===== src/design/dvr_pkg.sv =====
// ----------------------------------------------------------------------------
// dvr_pkg: shared types and constants for the distance-vector route update
// Request layouts, cost table shape, register indexes and cost saturation.
// ----------------------------------------------------------------------------
`default_nettype none

package dvr_pkg;

  localparam int NODES  = 4;
  localparam int NODE_W = 2;
  localparam int COST_W = 10;
  localparam int IDX_W  = 3;

  localparam logic [COST_W-1:0] INFINITE_COST = 10'd999;

  typedef logic [NODES-1:0][COST_W-1:0] cost_vec_t;
  typedef logic [NODES-1:0][NODES-1:0][COST_W-1:0] cost_tbl_t;

  typedef enum logic {
    MODE_INIT   = 1'b0,
    MODE_UPDATE = 1'b1
  } mode_t;

  typedef enum logic [IDX_W-1:0] {
    REG_OWN_NODE      = 3'd0,
    REG_NEIGHBOR_MASK = 3'd1,
    REG_LINK_COST_0   = 3'd2,
    REG_LINK_COST_1   = 3'd3,
    REG_LINK_COST_2   = 3'd4,
    REG_LINK_COST_3   = 3'd5
  } cfg_reg_t;

  typedef struct packed {
    logic              mode;
    logic [NODE_W-1:0] sender_node;
    logic [COST_W-1:0] adv_cost_zero;
    logic [COST_W-1:0] adv_cost_one;
    logic [COST_W-1:0] adv_cost_two;
    logic [COST_W-1:0] adv_cost_three;
  } in_item_t;

  typedef struct packed {
    logic [NODE_W-1:0] dest_node;
    logic [NODE_W-1:0] from_node;
    logic [COST_W-1:0] best_cost_zero;
    logic [COST_W-1:0] best_cost_one;
    logic [COST_W-1:0] best_cost_two;
    logic [COST_W-1:0] best_cost_three;
    logic              last;
  } out_item_t;

  function automatic logic [COST_W-1:0] sat_cost(input logic [COST_W-1:0] v);
    return (v > INFINITE_COST) ? INFINITE_COST : v;
  endfunction

endpackage

`default_nettype wire


===== src/design/dvr_best.sv =====
// ----------------------------------------------------------------------------
// dvr_best: least-cost path finder
// For each destination, the minimum over all via nodes of the direct cost to
// the via plus the via's cost to the destination, limited to infinity.
// ----------------------------------------------------------------------------
`default_nettype none

module dvr_best (
  input  dvr_pkg::cost_tbl_t           tbl,
  input  logic [dvr_pkg::NODE_W-1:0]   own,
  output dvr_pkg::cost_vec_t           best
);
  import dvr_pkg::*;

  always_comb begin
    logic [COST_W:0] b;
    logic [COST_W:0] c;
    best = '0;
    for (int d = 0; d < NODES; d++) begin
      b = {1'b0, INFINITE_COST};
      for (int v = 0; v < NODES; v++) begin
        if (NODE_W'(v) == own) begin
          c = {1'b0, tbl[own][d]};
        end else begin
          c = {1'b0, tbl[own][v]} + {1'b0, tbl[v][d]};
        end
        // Only a strictly smaller sum replaces the running best.
        if (c < b) begin
          b = c;
        end
      end
      best[d] = b[COST_W-1:0];
    end
  end

endmodule

`default_nettype wire


===== src/design/distance_vector_route_update.sv =====
// ----------------------------------------------------------------------------
// distance_vector_route_update: one node of a four-node distance-vector router
// Keeps the 4x4 cost table, merges neighbor advertisements and sends the
// resulting best-cost vector to every neighbor.
// ----------------------------------------------------------------------------
// Usage:
//   Input requests (in_valid/in_ready) carry either an init (mode 0), which
//   reloads the own row from the link cost registers and clears the rest to
//   infinity, or an update (mode 1) that min-merges a neighbor's vector into
//   its row. An init, or an update that lowers any entry, produces one
//   output request (out_valid/out_ready) per neighbor in increasing node
//   order, with last set on the final one; an update that changes nothing
//   produces none.
//   A request waits in the input register; the table is updated and the best
//   costs computed in the cycle it leaves that register, and the first
//   packet is offered in the cycle after. The packets of a run, one per
//   neighbor (up to four), go out in turn as the receiver takes them; the
//   input register accepts the next request while a run is still being sent.
//   Reset clears the cost table to infinity and the configuration and
//   control registers to their defaults. When the receiver stalls, the
//   current packet holds and at most one further request waits in the input
//   register. Configuration (cfg_we/cfg_idx/cfg_wdata) is to be written by
//   the user only while idle; the block itself does not enforce this.
// ----------------------------------------------------------------------------
`default_nettype none

module distance_vector_route_update (
  input  logic                        clk,
  input  logic                        rst_n,
  input  logic                        in_valid,
  output logic                        in_ready,
  input  dvr_pkg::in_item_t           in_data,
  output logic                        out_valid,
  input  logic                        out_ready,
  output dvr_pkg::out_item_t          out_data,
  input  logic                        cfg_we,
  input  logic [dvr_pkg::IDX_W-1:0]   cfg_idx,
  input  logic [dvr_pkg::COST_W-1:0]  cfg_wdata
);
  import dvr_pkg::*;

  logic [NODE_W-1:0] own_node_r;
  logic [NODES-1:0]  neighbor_mask_r;
  cost_vec_t         link_cost_r;

  cost_tbl_t         table_r;
  cost_tbl_t         table_nxt;
  logic              hold_valid_r;
  logic              hold_valid_nxt;
  in_item_t          hold_r;
  logic [NODES-1:0]  run_mask_r;
  logic [NODES-1:0]  run_mask_nxt;
  cost_vec_t         best_r;
  logic [NODE_W-1:0] from_r;

  cost_vec_t         adv;
  cost_vec_t         best;
  logic              advertise;
  logic              process;
  logic              run_free;
  logic              out_fire;
  logic [NODES-1:0]  low_bit;
  logic [NODE_W-1:0] dest;
  logic              run_last;

  // Configuration registers.
  always_ff @(posedge clk) begin
    if (!rst_n) begin
      own_node_r      <= '0;
      neighbor_mask_r <= '0;
      link_cost_r     <= {NODES{INFINITE_COST}};
    end else if (cfg_we) begin
      unique case (cfg_idx)
        REG_OWN_NODE:      own_node_r      <= cfg_wdata[NODE_W-1:0];
        REG_NEIGHBOR_MASK: neighbor_mask_r <= cfg_wdata[NODES-1:0];
        REG_LINK_COST_0:   link_cost_r[0]  <= cfg_wdata;
        REG_LINK_COST_1:   link_cost_r[1]  <= cfg_wdata;
        REG_LINK_COST_2:   link_cost_r[2]  <= cfg_wdata;
        REG_LINK_COST_3:   link_cost_r[3]  <= cfg_wdata;
        default: ;
      endcase
    end
  end

  // Output run control.
  assign low_bit   = run_mask_r & (~run_mask_r + NODES'(1));
  assign run_last  = (run_mask_r == low_bit);
  assign out_valid = |run_mask_r;
  assign out_fire  = out_valid && out_ready;
  assign run_free  = !out_valid || (out_ready && run_last);
  assign in_ready  = !hold_valid_r || run_free;
  assign process   = hold_valid_r && run_free;

  always_comb begin
    dest = '0;
    for (int i = NODES - 1; i >= 0; i--) begin
      if (run_mask_r[i]) begin
        dest = NODE_W'(i);
      end
    end
  end

  // Table merge for the request in the input register.
  assign adv = {hold_r.adv_cost_three, hold_r.adv_cost_two,
                hold_r.adv_cost_one, hold_r.adv_cost_zero};

  always_comb begin
    logic [COST_W-1:0] a;
    table_nxt = table_r;
    advertise = 1'b0;
    a         = '0;
    if (hold_r.mode == MODE_INIT) begin
      table_nxt = {(NODES * NODES){INFINITE_COST}};
      for (int d = 0; d < NODES; d++) begin
        table_nxt[own_node_r][d] = sat_cost(link_cost_r[d]);
      end
      advertise = 1'b1;
    end else begin
      for (int d = 0; d < NODES; d++) begin
        a = sat_cost(adv[d]);
        if (table_r[hold_r.sender_node][d] > a) begin
          table_nxt[hold_r.sender_node][d] = a;
          advertise = 1'b1;
        end
      end
    end
  end

  dvr_best u_best (
    .tbl  (table_nxt),
    .own  (own_node_r),
    .best (best)
  );

  always_comb begin
    hold_valid_nxt = hold_valid_r;
    if (in_valid && in_ready) begin
      hold_valid_nxt = 1'b1;
    end else if (process) begin
      hold_valid_nxt = 1'b0;
    end
  end

  always_comb begin
    run_mask_nxt = run_mask_r;
    if (process) begin
      run_mask_nxt = advertise ? neighbor_mask_r : '0;
    end else if (out_fire) begin
      run_mask_nxt = run_mask_r & ~low_bit;
    end
  end

  always_ff @(posedge clk) begin
    if (!rst_n) begin
      hold_valid_r <= 1'b0;
      run_mask_r   <= '0;
      table_r      <= {(NODES * NODES){INFINITE_COST}};
    end else begin
      hold_valid_r <= hold_valid_nxt;
      run_mask_r   <= run_mask_nxt;
      if (process) begin
        table_r <= table_nxt;
      end
    end
  end

  always_ff @(posedge clk) begin
    if (in_valid && in_ready) begin
      hold_r <= in_data;
    end
    if (process) begin
      best_r <= best;
      from_r <= own_node_r;
    end
  end

  assign out_data.dest_node       = dest;
  assign out_data.from_node       = from_r;
  assign out_data.best_cost_zero  = best_r[0];
  assign out_data.best_cost_one   = best_r[1];
  assign out_data.best_cost_two   = best_r[2];
  assign out_data.best_cost_three = best_r[3];
  assign out_data.last            = run_last;

  // The final packet of a run is the only one left in the mask.
  a_last_onehot: assert property (@(posedge clk) disable iff (!rst_n)
    out_valid && out_data.last |-> $onehot(run_mask_r))
    else $error("last flagged with several packets pending");

  // Best costs never exceed infinity.
  a_best_sat: assert property (@(posedge clk) disable iff (!rst_n)
    out_valid |-> (out_data.best_cost_zero <= INFINITE_COST) &&
                  (out_data.best_cost_one <= INFINITE_COST) &&
                  (out_data.best_cost_two <= INFINITE_COST) &&
                  (out_data.best_cost_three <= INFINITE_COST))
    else $error("best cost above infinity");

  // A held request is not dropped while the output run is busy.
  a_hold_kept: assert property (@(posedge clk) disable iff (!rst_n)
    hold_valid_r && !run_free |=> hold_valid_r)
    else $error("held request lost during output stall");

  // No packet is offered right after reset.
  a_reset_idle: assert property (@(posedge clk)
    !rst_n |=> !out_valid)
    else $error("output valid after reset");

endmodule

`default_nettype wire

===== config.mk =====
export PLATFORM = sky130hd
export DESIGN_NAME = distance_vector_route_update
export DESIGN_NICKNAME = d
export VERILOG_FILES = /design/src/design/dvr_pkg.sv /design/src/design/dvr_best.sv /design/src/design/distance_vector_route_update.sv
export SDC_FILE = /design/constraint.sdc
export NUM_CORES = 2
export LEC_CHECK = 0
export CAP_MARGIN = 25
export CORE_MARGIN = 5
export CORE_UTILIZATION = 47
export CTS_CLUSTER_DIAMETER = 50
export DETAILED_ROUTE_END_ITERATION = 16
export DONT_BUFFER_PORTS = 1
export GPL_TIMING_DRIVEN = 0
export SETUP_SLACK_MARGIN = 0.4
export SYNTH_ARGS = -nofsm -noshare
export SYNTH_HDL_FRONTEND = slang
export SYNTH_HIERARCHICAL = 1
export SYNTH_SLANG_ARGS = --single-unit

===== constraint.sdc =====
create_clock -name clk -period 12.1 [get_ports clk]
set_input_delay 2.42 -clock clk [delete_from_list [all_inputs] [get_ports clk]]
set_output_delay 2.42 -clock clk [all_outputs]
set_load 0.03 [all_outputs]

---- Yosys cells after proc, flatten, opt, wreduce, memory -nomap -nowiden ----
Index checks and enable logic that the tools add are counted.
operators by class
  $add $sub $neg .......................... 17
  reduce and logical (&&, ||, !) cells .... 21
  equality and inequality tests ........... 9
  magnitude comparators ................... 32
  mux-type cells .......................... 89
  bitwise logic cells ..................... 7
operators by type and width
  cell                                                                             number
  160-bit 2-to-1 mux                                                               8
  160-bit bitwise mux                                                              7
  40-bit demux with 2-bit select                                                   8
  11-bit 2-to-1 mux                                                                28
  10-bit by 10-bit adder with 11-bit output                                        16
  40-bit binary-select mux with 2-bit select                                       2
  40-bit 2-to-1 mux                                                                4
  10-bit 2-to-1 mux                                                                14
  11-bit less-than comparator                                                      12
  128-bit NOT                                                                      1
  128-bit OR                                                                       1
  10-bit > comparator (second input constant)                                      8
  30-bit 2-to-1 mux                                                                2
  11-bit by 10-bit less-than comparator with 1-bit output (second input constant)  4
  10-bit > comparator                                                              4
  20-bit 2-to-1 mux                                                                2
  32-bit bitwise AND                                                               1
  4-bit 2-to-1 mux                                                                 3
  2-bit AND reduction                                                              6
  4-bit bitwise AND                                                                2
  2-bit 2-to-1 mux                                                                 4
  4-bit NOT                                                                        2
  1-bit 2-to-1 mux                                                                 7
  3-bit by 2-bit equality test with 1-bit output (second input constant)           2
  other kinds (15)                                                                 27
storage, ports and cells
  output and inout port bits .............. 47
  flip-flop bits (word level) ............. 296

---- Depth between registers and ports, before layout ----
  depth after elaboration ................. 28
  mapped depth ............................ 58
  mapped depth without buffers ............ 52

---- By module ----
Netlist, hierarchy kept.
by module, submodules not included
  module                        cells an instance  seq. area each (sq um)  area each (sq um)  times used
  distance_vector_route_update  1896               6776.5                  17194.0            1
  dvr_best                      1916               0.0                     14131.1            1

---- Worst setup path before layout ----
OpenSTA, ideal clock, no wires.
  path kind ............................... reg2reg
  start point ............................. register hold_r[41] in the netlist's numbering
  end point ............................... register best_r (netlist bit out_data[20]) (data pin)
  cell stages (with the launch flop) ...... 56
  setup slack ............................. -394 ps
  clock period less this slack ............ 12494 ps
  required time ........................... 11840 ps
  arrival ................................. 12234 ps
  path buffers ............................ 7
  cell sequence ........................... edfxtp_1 > clkbuf_1 > clkbuf_1 > mux4_2 > ha_1 > nand4_1 > nor3_2 > a32o_1 > nor4_1 > buf_2 > mux2i_1 > a21oi_1 > mux4_2 > ha_1 > a211oi_1 > o21bai_1 > a2111oi_1 > mux2i_1 > [... 20 more ...] > a21oi_1 > nor2b_1 > or3_1 > o31ai_1 > buf_2 > mux2i_1 > ha_1 > a21oi_1 > nor2b_1 > o21ai_0 > nand2b_1 > a21oi_1 > nor2b_1 > o21ai_0 > nand2b_1 > a2111oi_0 > buf_4 > mux2_2
RTL lines
  item                    RTL line                             RTL
  start, declared         distance_vector_route_update.sv:50   in_item_t hold_r;
  start signal, assigned  distance_vector_route_update.sv:169  hold_r <= in_data;
  end signal, assigned    distance_vector_route_update.sv:172  best_r <= best;
  end, declared           distance_vector_route_update.sv:53   cost_vec_t best_r;

==> metrics.txt <==
post-route ant nets 0; Post-synth EDFFs 85; max frequency 0.0843 GHz; Yosys reg bits 296; Worst Hold Class reg2reg; area delta synth->final 21.5%; DR DRC count 0; Worst Hold End link_cost_r[13]; placed cells 4,683; synthesized area 0.0313 mm²; # rows 94; endpoints failing setup 0; max-slew violations 0; top cells by area, synth dfxtp_1 (13%), ha_1 (13%), edfxtp_1 (8.1%); via count 32,500; sequential area share after synthesis 21.6%; Util after Layout 57.7%; post-synth top area share 13.5%; Overall Power 0.00538 W; chip height 268 µm; area leader, netlist dfxtp_1; setup slack after layout 0.232 ns; pre-CTS setup slack -2.47 ns; Final Cell Area 0.0381 mm²; vias per cell 6.52; die width 268 µm; largest net degree at the start of global routing 41; Global Route Usage Sum 37.7%; Skew-Pair Late Insertion Delay 0.63 ns; crit path time final 11.87 ns; fill cell count 5,958; Worst Max-Slew Pin Slew 1.20 ns; Total Nets Final 4,473; critical path endpoint category register; worst hold path startpoint link_cost_r[13]; hold path depth 2; Routability Congestion 1.09; number of H-tree levels 2; Die ar. 0.0719 mm²; global-route wire length before repair 200,000 µm; CTS tree built; syn_area_per_cell 8.22 µm²; slowest stage delay, CP 0.57 ns; TritonCTS Buffers 48; area of the multi-input gates 0.0248 mm²; CTS sink cnt 296; worst reg2reg path depth 50; distinct cell type count after synthesis 93; FFs w/ async S/R, synth 0%; Worst Path Required 12.45 ns; vias in the first global route 29,400; register area 0.00678 mm²; gr ovfl total 0; Ports 108; placed cell areas 0.0325 mm²; First-pass DRT Iterations 7; clock root cell clkbuf_16; maxcap violations 0; Synth Instances 3,812; PortBufs 0; per-cell routed wire length 28.5 µm; routed wire length 142,000 µm; internal reg-to-reg setup slack 0.23 ns; unrepaired setup endpoints after global routing yes; critical-path maximum fanout 7; critical path's slowest cell mux4_2; Crit Path Class reg2reg; worst clock skew 0.0407 ns; Final Hold Fails 0; Most common cell on crit path buf_6; Ys Warns 6; cell with the most instances after synthesis nand2_1; pwr/cell area 141 mW/mm²; ys flop type dfxtp_1; Slew HR 19.8%; Critical Path AT 12.21 ns; DR iter-0 viols 4,307; antenna violations before repair 4; Final Non-Filler Cells 4,986; Max Root-Sink Buffers 3; Reg clk slew, reported paths 0.06 ns; period utilization 98.1%; layout cells sized above 1 21.6%; Worst R2R End out_data[40]; Reg-to-Reg Start hold_r[41]; status finished clean; most frequent cells after synthesis nand2_1 (485), nor2_1 (375), ha_1 (316), mux2i_1 (251), a21oi_1 (229); Initial Utilization 47.5%; post-DP HPWL 109,000 µm; P_leak 15.5 nW; startpoint types register; core box area 0.0660 mm²; Max IR drop VDD 134 µV
flip-flops by register name, summed over array words and instances (netlist names):
signal / count
adv: 40
from_r: 2
hold_r: 3
hold_valid_r: 1
link_cost_r: 40
neighbor_mask_r: 4
out_data: 40
own_node_r: 2
run_mask_r: 4
table_r: 160
timing repair:
action | 4_1_cts | 5_1_grt
hold buffers | 0 | 0
endpoints found under the setup margin | 40 | 40
pin swaps | 53 | 64
buffers inserted | 125 | 81
cloned | 0 | 2
gates resized for setup | 228 | 239
hold endpoints to repair | 0 | 0
cells in the final DEF, fill, tap and decap left out, types with 165 or more instances in the layout:
master / instances
a21oi_1: 175
buf_4: 187
dfxtp_1: 209
ha_1: 279
inv_1: 193
mux2i_1: 194
nand2_1: 481
nand2b_1: 165
nor2_1: 354
o21ai_0: 197
area by class of cell:
| class | instances | area share [%] |
|---|---|---|
| Antenna cell | 3 | 0.0197 |
| Buffer | 202 | 3.06 |
| Clock buffer | 58 | 3.49 |
| Clock inverter | 31 | 0.831 |
| Inverter | 206 | 2.04 |
| Multi-Input combinational cell | 3111 | 65.0 |
| Sequential cell | 296 | 17.8 |
| Tap cell | 864 | 2.84 |
| Timing Repair Buffer | 215 | 4.88 |
layer usage:
layer  routed length [µm]  GRT usage (%)  vias to the layer above  part of all wire [%]
li1                     -              -                    14400                     -
met1                56300           50.6                    15400                    40
met2                55100           51.7                     2147                    39
met3                18600           13.0                      573                    13
met4                12000           23.1                       10                   8.4
met5                  286          0.198                        -                  0.20
worst max-delay path: cells and delay by family, from the launching register on:
kind            cells  cell delay [ns]
fa+ha+maj           5             1.39
flops               1             0.42
compound gates     17             3.35
buf+inv            14             2.14
mux                 6             2.25
simple gates        8             1.99
cell families after synthesis:
family	after synthesis	synth area share (%)
and+or+nand+nor	1373	20.5
AOI/OAI and AO/OA	919	19.9
buffers and inverters	408	5.42
muxes	394	16.4
adders and majority gates	333	13.7
DFF	296	21.6
xor gates and xnor gates	88	2.46
other	1	0.0120
stage by stage:
step	TNS, ns	hold slack, ns
after floorplan	0	0.439
after global placement	-86.16	0.467
after detailed placement	-86.12	0.476
after CTS	0	0.484
after global routing	-1.10	0.503
final	0	0.479
worst max-delay path by stage:
stage                    start            to  slack, ns
finish              hold_r[41]  out_data[40]       0.23
global route        hold_r[41]  out_data[20]      -0.15
CTS                 hold_r[41]  out_data[20]       0.39
detailed placement  hold_r[40]  out_data[20]      -2.47
global placement    hold_r[40]  out_data[20]      -2.50
floorplan           hold_r[41]  out_data[20]       0.44
power by group:
group	total [W]	internal [W]	switching, W
combinational	0.00271	0.00119	0.00152
clock	0.00143	0.000842	0.000585
sequential	0.00124	0.00113	0.000112
total	0.00538	0.00317	0.00221
Note: power is estimated with default switching activity, not from simulation.
